`src/htld_pkg.sv`:
```
// Shared constants and types for the heading turn lap detector.
// No dependencies.
package htld_pkg;
  localparam int RUN_LENGTH_DEF = 40;
  localparam int COUNT_BITS_DEF = 24;
  localparam int LAP_BITS_DEF   = 16;
  localparam int SUM_W          = 33;
  localparam int HEAD_W         = 9;
  localparam int TIME_W         = 31;
  localparam int DIST_W         = 24;
  localparam int SCORE_W        = 9;
  localparam int IMPR_W         = 7;
  localparam int POOL_W         = 8;
  localparam int CFG_IDX_W      = 1;
  localparam int CFG_DATA_W     = 9;

  typedef enum logic [CFG_IDX_W-1:0] {
    REG_POOL_LENGTH = 1'b0,
    REG_PREV_AVG    = 1'b1
  } cfg_reg_t;

  // Request to the serial divider and its answer.
  typedef struct packed {
    logic              start;
    logic [SUM_W-1:0]  num;
    logic [SUM_W-1:0]  den;
  } div_req_t;

  typedef struct packed {
    logic              done;
    logic [SUM_W-1:0]  quo;
  } div_rsp_t;
endpackage

```
`src/htld_div.sv`:
```
// Bit-serial restoring divider, one quotient bit per cycle.
// Depends on htld_pkg.
module htld_div
  import htld_pkg::*;
(
  input  logic     clk,
  input  logic     rst_n,
  input  div_req_t req,
  output div_rsp_t rsp
);
  localparam int CNT_W = $clog2(SUM_W + 1);

  logic [SUM_W-1:0] quo_r;
  logic [SUM_W:0]   rem_r;
  logic [SUM_W-1:0] den_r;
  logic [CNT_W-1:0] cnt_r;
  logic             busy_r;
  logic             done_r;
  logic [SUM_W:0]   trial;

  assign trial = {rem_r[SUM_W-1:0], quo_r[SUM_W-1]} - {1'b0, den_r};

  always_ff @(posedge clk) begin
    if (!rst_n) begin
      busy_r <= 1'b0;
      done_r <= 1'b0;
      cnt_r  <= '0;
    end else begin
      done_r <= 1'b0;
      if (req.start) begin
        busy_r <= 1'b1;
        cnt_r  <= CNT_W'(SUM_W);
      end else if (busy_r) begin
        cnt_r <= cnt_r - 1'b1;
        if (cnt_r == CNT_W'(1)) begin
          busy_r <= 1'b0;
          done_r <= 1'b1;
        end
      end
    end
  end

  always_ff @(posedge clk) begin
    if (req.start) begin
      quo_r <= req.num;
      rem_r <= '0;
      den_r <= req.den;
    end else if (busy_r) begin
      if (!trial[SUM_W]) begin
        rem_r <= trial;
        quo_r <= {quo_r[SUM_W-2:0], 1'b1};
      end else begin
        rem_r <= {rem_r[SUM_W-1:0], quo_r[SUM_W-1]};
        quo_r <= {quo_r[SUM_W-2:0], 1'b0};
      end
    end
  end

  assign rsp.done = done_r;
  assign rsp.quo  = quo_r;
endmodule

```
`src/heading_turn_lap_detector.sv`:
```
// Heading turn lap detector top level: sequencer, state and result register.
// Depends on htld_pkg and htld_div.
//
//   channel | direction | handshake     | payload
//   in_     | input     | valid / stall | heading_deg, lap_elapsed
//   out_    | output    | valid / stall | lap_done, lap_total, distance_m,
//           |           |               | score_average, improvement_pct
//   cfg_    | input     | valid / ready | index, data
//
// Each divider pass has a start state and a wait state that holds until
// the quotient is done. A sample runs the mean, filter and scaled mean
// passes, then the run check, lap update, distance and result beat states;
// a new sample beat is taken only back in idle, once the result is taken.
// A lap adds the numerator state, and a divider pass when the improvement
// ratio is divided. The first sample skips the mean pass. An output stall
// holds the result beat. Reset is synchronous and active low; it leaves the
// sample, working and distance registers uncleared. The lap time is reduced
// modulo 60 one bit per cycle while the divider passes run.
module heading_turn_lap_detector
  import htld_pkg::*;
#(
  parameter int RUN_LENGTH = RUN_LENGTH_DEF,
  parameter int COUNT_BITS = COUNT_BITS_DEF,
  parameter int LAP_BITS   = LAP_BITS_DEF
) (
  input  logic                  clk,
  input  logic                  rst_n,
  input  logic                  in_valid,
  output logic                  in_stall,
  input  logic [HEAD_W-1:0]     in_heading_deg,
  input  logic [TIME_W-1:0]     in_lap_elapsed,
  output logic                  out_valid,
  input  logic                  out_stall,
  output logic                  out_lap_done,
  output logic [LAP_BITS-1:0]   out_lap_total,
  output logic [DIST_W-1:0]     out_distance_m,
  output logic [SCORE_W-1:0]    out_score_average,
  output logic [IMPR_W-1:0]     out_improvement_pct,
  input  logic                  cfg_valid,
  output logic                  cfg_ready,
  input  logic [CFG_IDX_W-1:0]  cfg_index,
  input  logic [CFG_DATA_W-1:0] cfg_data
);
  localparam int RUN_W = 6;
  localparam logic [COUNT_BITS-1:0] COUNT_MAX = '1;
  localparam logic [LAP_BITS-1:0]   LAP_MAX   = '1;

  typedef enum logic [3:0] {
    S_IDLE, S_MEAN, S_MEAN_W, S_FILT, S_FILT_W, S_SCALE, S_SCALE_W,
    S_RUN, S_LAP, S_NUM, S_IMP, S_IMP_W, S_DIST, S_OUT
  } state_t;

  state_t               state_r;
  logic [POOL_W-1:0]    pool_r;
  logic [SCORE_W-1:0]   prev_r;
  logic [HEAD_W-1:0]    filt_r;
  logic                 fseed_r, mseed_r;
  logic [COUNT_BITS-1:0] count_r;
  logic [SUM_W-1:0]     sum_r;
  logic [RUN_W-1:0]     run_nn_r, run_ng_r;
  logic [LAP_BITS-1:0]  laps_r;
  logic [SCORE_W-1:0]   avg_r;
  logic [IMPR_W-1:0]    imp_r;
  logic [HEAD_W-1:0]    h_r;
  logic [5:0]           t_r;
  logic [SUM_W-1:0]     mean_r;
  logic [SUM_W-1:0]     scaled_r;
  logic                 fire_r;
  logic [SUM_W-1:0]     n_r;
  logic                 out_valid_r;
  logic [DIST_W-1:0]    dist_r;
  div_req_t             dreq;
  div_rsp_t             drsp;

  // Lap time modulo 60, reduced one bit per cycle from the top down.
  logic [TIME_W-1:0]    tsh_r;
  logic [6:0]           trem_r;
  logic [4:0]           tcnt_r;
  logic [6:0]           trem_sh;
  logic [6:0]           trem_nxt;

  assign trem_sh  = {trem_r[5:0], tsh_r[TIME_W-1]};
  assign trem_nxt = (trem_sh >= 7'd60) ? trem_sh - 7'd60 : trem_sh;

  htld_div u_div (.clk(clk), .rst_n(rst_n), .req(dreq), .rsp(drsp));

  logic [SUM_W:0]    sum_add;
  logic [9:0]        score;
  logic [SUM_W+8:0]  mul_p;
  logic [SUM_W+8:0]  den_p;
  logic [LAP_BITS+POOL_W-1:0] dist_full;
  logic [LAP_BITS-1:0] laps_new;
  logic [SCORE_W:0]    avg_sum;
  logic [SCORE_W-1:0]  avg_new;
  logic [17:0]         imp_pos;
  logic [17:0]         imp_neg;

  assign sum_add = {1'b0, sum_r} + (SUM_W+1)'(in_heading_deg);
  assign score   = (pool_r == POOL_W'(50)) ? ({2'b0, pool_r} + {4'b0, t_r[5:0]}) >> 1
                                           : {2'b0, pool_r} + {4'b0, t_r[5:0]};
  assign dist_full = laps_r * pool_r;

  // Lap count after this lap, and the running average that goes with it.
  assign laps_new = (laps_r != LAP_MAX) ? laps_r + 1'b1 : laps_r;
  assign avg_sum  = {1'b0, avg_r} + score;
  assign avg_new  = (laps_new == LAP_BITS'(1)) ? '0
                  : (laps_new == LAP_BITS'(2)) ? score[SCORE_W-1:0]
                  : avg_sum[SCORE_W:1];

  // Improvement numerator 199*P - 200*average, positive only when P wins.
  assign imp_pos = 18'(prev_r) * 18'd199;
  assign imp_neg = 18'(avg_r) * 18'd200;

  assign in_stall  = (state_r != S_IDLE);
  assign cfg_ready = (state_r == S_IDLE);
  assign out_valid = out_valid_r;

  assign out_lap_done        = fire_r;
  assign out_lap_total       = laps_r;
  assign out_distance_m      = dist_r;
  assign out_score_average   = avg_r;
  assign out_improvement_pct = imp_r;

  always_comb begin
    dreq.start = 1'b0;
    dreq.num   = '0;
    dreq.den   = '0;
    mul_p      = '0;
    den_p      = '0;
    unique case (state_r)
      S_MEAN: begin
        dreq.start = 1'b1;
        dreq.num   = sum_r;
        dreq.den   = SUM_W'(count_r);
      end
      S_FILT: begin
        dreq.start = 1'b1;
        mul_p      = 42'(filt_r) * 42'd49 + 42'(h_r) + 42'd25;
        dreq.num   = mul_p[SUM_W-1:0];
        dreq.den   = SUM_W'(50);
      end
      S_SCALE: begin
        dreq.start = 1'b1;
        mul_p      = 42'(mean_r) * 42'd49;
        dreq.num   = mul_p[SUM_W-1:0];
        dreq.den   = SUM_W'(50);
      end
      S_IMP: begin
        dreq.start = 1'b1;
        dreq.num   = n_r;
        den_p      = 42'(prev_r) << 1;
        dreq.den   = den_p[SUM_W-1:0];
      end
      default: ;
    endcase
  end

  always_ff @(posedge clk) begin
    if (!rst_n) begin
      state_r     <= S_IDLE;
      pool_r      <= '0;
      prev_r      <= '0;
      filt_r      <= '0;
      fseed_r     <= 1'b0;
      mseed_r     <= 1'b0;
      count_r     <= '0;
      sum_r       <= '0;
      run_nn_r    <= '0;
      run_ng_r    <= '0;
      laps_r      <= '0;
      avg_r       <= '0;
      imp_r       <= '0;
      out_valid_r <= 1'b0;
      fire_r      <= 1'b0;
      tcnt_r      <= '0;
    end else begin
      // The lap time is loaded only in idle, when this count has run out.
      if (tcnt_r != '0) begin
        trem_r <= trem_nxt;
        tsh_r  <= tsh_r << 1;
        tcnt_r <= tcnt_r - 1'b1;
      end
      unique case (state_r)
        S_IDLE: begin
          if (cfg_valid) begin
            if (cfg_index == REG_POOL_LENGTH) pool_r <= cfg_data[POOL_W-1:0];
            else prev_r <= cfg_data;
          end
          if (in_valid) begin
            h_r    <= in_heading_deg;
            tsh_r  <= in_lap_elapsed;
            trem_r <= '0;
            tcnt_r <= 5'(TIME_W);
            if (count_r != COUNT_MAX) count_r <= count_r + 1'b1;
            if (!mseed_r) begin
              sum_r <= SUM_W'(in_heading_deg);
            end else begin
              sum_r <= sum_add[SUM_W] ? '1 : sum_add[SUM_W-1:0];
            end
            state_r <= mseed_r ? S_MEAN : S_FILT;
            mean_r  <= SUM_W'(in_heading_deg);
            mseed_r <= 1'b1;
          end
        end
        S_MEAN: state_r <= S_MEAN_W;
        S_MEAN_W: begin
          if (drsp.done) begin
            mean_r  <= drsp.quo;
            state_r <= S_FILT;
          end
        end
        S_FILT: state_r <= S_FILT_W;
        S_FILT_W: begin
          if (drsp.done) begin
            filt_r  <= fseed_r ? drsp.quo[HEAD_W-1:0] : h_r;
            fseed_r <= 1'b1;
            state_r <= S_SCALE;
          end
        end
        S_SCALE: state_r <= S_SCALE_W;
        S_SCALE_W: begin
          if (drsp.done) begin
            scaled_r <= drsp.quo;
            state_r  <= S_RUN;
          end
        end
        S_RUN: begin
          if (scaled_r >= SUM_W'(filt_r)) begin
            run_ng_r <= '0;
            fire_r   <= (run_nn_r == RUN_W'(RUN_LENGTH - 1));
            if (run_nn_r < RUN_W'(RUN_LENGTH)) run_nn_r <= run_nn_r + 1'b1;
          end else begin
            run_nn_r <= '0;
            fire_r   <= (run_ng_r == RUN_W'(RUN_LENGTH - 1));
            if (run_ng_r < RUN_W'(RUN_LENGTH)) run_ng_r <= run_ng_r + 1'b1;
          end
          t_r     <= trem_r[5:0];
          state_r <= S_LAP;
        end
        S_LAP: begin
          if (fire_r) begin
            laps_r  <= laps_new;
            avg_r   <= avg_new;
            state_r <= S_NUM;
          end else begin
            state_r <= S_DIST;
          end
        end
        S_NUM: begin
          if (laps_r > LAP_BITS'(1) && prev_r != '0) begin
            if (imp_pos > imp_neg) begin
              n_r     <= SUM_W'(imp_pos - imp_neg);
              state_r <= S_IMP;
            end else begin
              imp_r   <= '0;
              state_r <= S_DIST;
            end
          end else begin
            state_r <= S_DIST;
          end
        end
        S_IMP: state_r <= S_IMP_W;
        S_IMP_W: begin
          if (drsp.done) begin
            imp_r   <= drsp.quo[IMPR_W-1:0];
            state_r <= S_DIST;
          end
        end
        S_DIST: begin
          state_r <= S_OUT;
        end
        S_OUT: begin
          if (!out_valid_r) begin
            dist_r      <= (dist_full > (LAP_BITS+POOL_W)'(24'hFFFFFF)) ? '1
                           : DIST_W'(dist_full);
            out_valid_r <= 1'b1;
          end else if (!out_stall) begin
            out_valid_r <= 1'b0;
            state_r     <= S_IDLE;
          end
        end
        default: state_r <= S_IDLE;
      endcase
    end
  end

`ifndef SYNTHESIS
  // A stalled result beat stays valid and unchanged.
  a_out_hold: assert property (@(posedge clk) disable iff (!rst_n)
    out_valid && out_stall |=> out_valid && $stable({out_lap_done, out_lap_total,
      out_distance_m, out_score_average, out_improvement_pct}));
  // While a result waits, neither input nor configuration is taken.
  a_out_blocks: assert property (@(posedge clk) disable iff (!rst_n)
    out_valid |-> in_stall && !cfg_ready);
  // An accepted sample beat makes the block busy on the next cycle.
  a_in_busy: assert property (@(posedge clk) disable iff (!rst_n)
    in_valid && !in_stall |=> in_stall);
`endif
endmodule
```
`config.mk`:
```
export PLATFORM = sky130hd
export DESIGN_NAME = heading_turn_lap_detector
export DESIGN_NICKNAME = d
export VERILOG_FILES = /design/src/htld_pkg.sv /design/src/htld_div.sv /design/src/heading_turn_lap_detector.sv
export SDC_FILE = /design/constraint.sdc
export NUM_CORES = 2
export LEC_CHECK = 0
export ABC_AREA = 0
export BUFFER_PORTS_ARGS = -buffer_cell sky130_fd_sc_hd__buf_2
export CAP_MARGIN = 10
export CORE_MARGIN = 1.5
export CORE_UTILIZATION = 55
export CTS_BUF_LIST = sky130_fd_sc_hd__clkbuf_8
export CTS_CLUSTER_SIZE = 28
export DETAILED_ROUTE_END_ITERATION = 16
export PLACE_DENSITY = 0.7
export SLEW_MARGIN = 5
export SYNTH_ARGS = -nofsm -noshare
export SYNTH_HDL_FRONTEND = slang
export SYNTH_SLANG_ARGS = --single-unit
```
`constraint.sdc`:
```
create_clock -name clk -period 7.2 [get_ports clk]
set_input_delay 0 -clock clk [delete_from_list [all_inputs] [get_ports clk]]
set_output_delay 0 -clock clk [all_outputs]
set_load 0.02 [all_outputs]
```
==> results.json <==
{
  "gp_congestion": 0.942,
  "grtUsageTotal_pct": 27.1,
  "dp_cells": 4125,
  "synth_xor_area_share_pct": 4.82,
  "cts_tree": "done",
  "fmax_mhz": 160,
  "nets": 4037,
  "die-area_sq_um": 57500,
  "drtIter0Drc": 1730,
  "antenna_cells": 0,
  "antenna_found_initial": 1,
  "clk_pin_slew_ns": 0.06,
  "synth_top_family_by_area": "adder cells",
  "fin_setup_tns_ns": 0,
  "wl_met1_mm": 33.9,
  "post_cts_buffers": 0,
  "drtPass1Iterations": 8,
  "dr_total_vias": 24700,
  "power_leakage_nw": 15.3,
  "finalHoldViolCount": 0,
  "yosysWarnings": 0,
  "met2_length_mm": 37.1,
  "hold_path_class": "in -> reg",
  "area_growth_pct": 9.84,
  "met3_length_mm": 3.94,
  "fillers": 4821,
  "syn_area_per_cell_sq_um": 9.14,
  "worst_ir_drop_vdd_mv": 0.322,
  "instances_no_fill": 4307,
  "top_layer_used": "met5",
  "drc_errors": 0,
  "cp_max_fo": 7,
  "overflow": 0,
  "synth_top_area_cell": "edfxtp_1",
  "start_util_pct": 55.8,
  "root_buffer": "clkbuf_8",
  "ctsHoldBuffers": 51,
  "cts_sinks": 398,
  "synthAdderAreaFrac_pct": 23.0,
  "worstMarginPinSlew_ns": 1.10,
  "cp.required_ns": 7.69,
  "skew_ns": 0.0400,
  "clockBufferDepth": 3,
  "synth.distinct_cells": 94,
  "mostFrequentLayoutCells": "inv_1, ha_1, nor2_1, nand2_1, edfxtp_1",
  "setup_violations": 0,
  "fin_crit_sh_pct": 86.9,
  "place_hpwl_mm": 57.3,
  "power_density_nw_per_um2": 341,
  "place_ws_ns": 1.08,
  "status": "completed",
  "drtAntennaViolNets": 0,
  "final.min_clock_period_ns": 6.26,
  "final_common_cell": "inv_1",
  "die_y_um": 240,
  "p_total_mw": 11.6,
  "slew_violations": 0,
  "wl_per_cell_um": 17.9,
  "synth_area_leaders": "edfxtp_1, ha_1, dfxtp_1, fa_1, inv_1",
  "rsz0062_at_grt": "false",
  "multi_input_area_sq_um": 18500,
  "synth-compound-area-share_pct": 14.5,
  "synth_flop_cell": "edfxtp_1",
  "core_sq_um": 55300,
  "synthSimpleGateAreaFrac_pct": 15.8,
  "cts_inserted_buffers": 71,
  "synth_top_area_share_pct": 21.1,
  "max_slew_margin_pct": 25.8,
  "std_cell_rows": 86,
  "die_w_um": 240,
  "htreeDepth": 3,
  "maxCapViolCount": 0,
  "syn_inst": 3376,
  "drt-total-wl_mm": 77.2,
  "ys_seq_elements": 398,
  "async_flop_share_pct": 0,
  "synth_edf_count": 217,
  "worstSkewPairLatency_ns": 0.67,
  "cts_resized": 0,
  "synth-seq-area-share_pct": 32.9,
  "startpoint_type": "flip-flop",
  "seq_area_sq_um": 10100,
  "setup_ws_ns": 0.943,
  "drive_gt1_share_pct": 8.35,
  "timing.critical_path.to_type": "flip-flop",
  "io_pins": 115,
  "critical_path_arrival_ns": 6.75,
  "grt_pass1_wl_mm": 125,
  "synth.cell_area_sq_um": 30800,
  "final_util_pct": 61.3,
  "path_class": "reg -> reg",
  "vias_per_cell": 5.73,
  "grt_max_degree": 85,
  "grt_pass1_vias": 24300,
  "io_buffers": 114,
  "synth.area.mux_share_pct": 1.80,
  "synth_nets": 3912
}
-- metal layers --
metal | vias to the layer above | GRT usage (%)
met4 | 2 | 9.95
li1 | 11900 | -
met5 | - | 0
met2 | 687 | 45.8
met3 | 142 | 3.45
met1 | 11900 | 35.6
-- path summary, 6_finish.rpt --
kind | startpoint | end | slack [ns] | cells past startpoint
hold reg to reg | u_div.quo_r[24] | scaled_r[24] | 0.46 | 0
hold / removal | rst_n | tsh_r[21] | 0.05 | 1
setup reg to reg | prev_r[2] | out_improvement_pct[5] | 0.94 | 25
setup / recovery | prev_r[2] | out_improvement_pct[5] | 0.94 | 25
-- report_power, final --
part	total [mW]	internal (mW)	switching [mW]
sequential	3.59	3.15	0.447
combinational	5.92	2.32	3.60
clock	2.04	1.05	0.990
total	11.6	6.52	5.03
-- stage by stage --
stage	hold WS, ns	instance area, sq um
2_1_floorplan	0.0989	30800
3_3_place_gp	0.256	32000
3_5_place_dp	0.269	32000
4_1_cts	0.00811	33900
5_1_grt	0.0598	33900
6_report	0.0485	33900
-- cells by family (layout without fill, tap and decap cells) --
group / Yosys count / after routing
and+or+nand+nor: 1019 / 1019
AOI/OAI and AO/OA: 676 / 676
buffers and inverters: 580 / 763
adders and majority gates: 481 / 481
DFF: 398 / 398
xor gates and xnor gates: 168 / 168
muxes: 54 / 54
-- synth_stat cells (all sizes together) (7+ instances only) --
library cell / instances
a211oi: 30
a21boi: 11
a21o: 48
a21oi: 190
a221oi: 16
a222oi: 9
a22oi: 8
a311oi: 27
a31o: 8
a31oi: 68
and2: 109
and3: 46
and4: 7
buf: 15
clkbuf: 122
dfxtp: 181
edfxtp: 217
fa: 143
ha: 338
inv: 441
mux2: 12
mux2i: 42
nand2: 283
nand2b: 26
nand3: 70
nand4: 25
nor2: 293
nor2b: 18
nor3: 56
nor4: 25
o211ai: 21
o21a: 21
o21ai: 123
o21bai: 20
o22ai: 11
o31ai: 9
or3: 36
xnor2: 104
xor2: 64
-- final cells by class --
class | instances | share of cell area [%]
clock inverter | 52 | 0.790
tap | 748 | 2.76
timing repair buffer | 189 | 3.72
inverter | 443 | 4.91
multi-input combinational | 2398 | 54.7
sequential | 398 | 29.9
clock buffer | 79 | 3.21
-- state kept, by name, summed over array words and instances, names as in the netlist, 24 cells and up --
name	flops
tsh_r	31
u_div.den_r	24
count_r	24
u_div.quo_r	33
sum_r	33
mean_r	33
out_distance_m	24
scaled_r	33
u_div.rem_r	33
-- critical path, cell delays in order (launching register included) --
cell and delay [ns]:
dfxtp_1 0.46, inv_1 0.08, ha_1 0.34, ha_1 0.29
inv_1 0.05, fa_1 0.45, inv_1 0.07, ha_1 0.16
inv_1 0.05, fa_1 0.39, nor2b_1 0.13, o21ai_0 0.12
a21boi_0 0.27, o21ai_0 0.16, a21boi_0 0.34, nor2_1 0.10
ha_1 0.41, a21o_1 0.19, a21o_1 0.16, a21o_1 0.17
a21oi_1 0.18, o21ai_0 0.14, a2111oi_0 0.47, nor3_1 0.20
o31ai_2 0.54, a311oi_1 0.18
(Power assumes the default switching activity.)
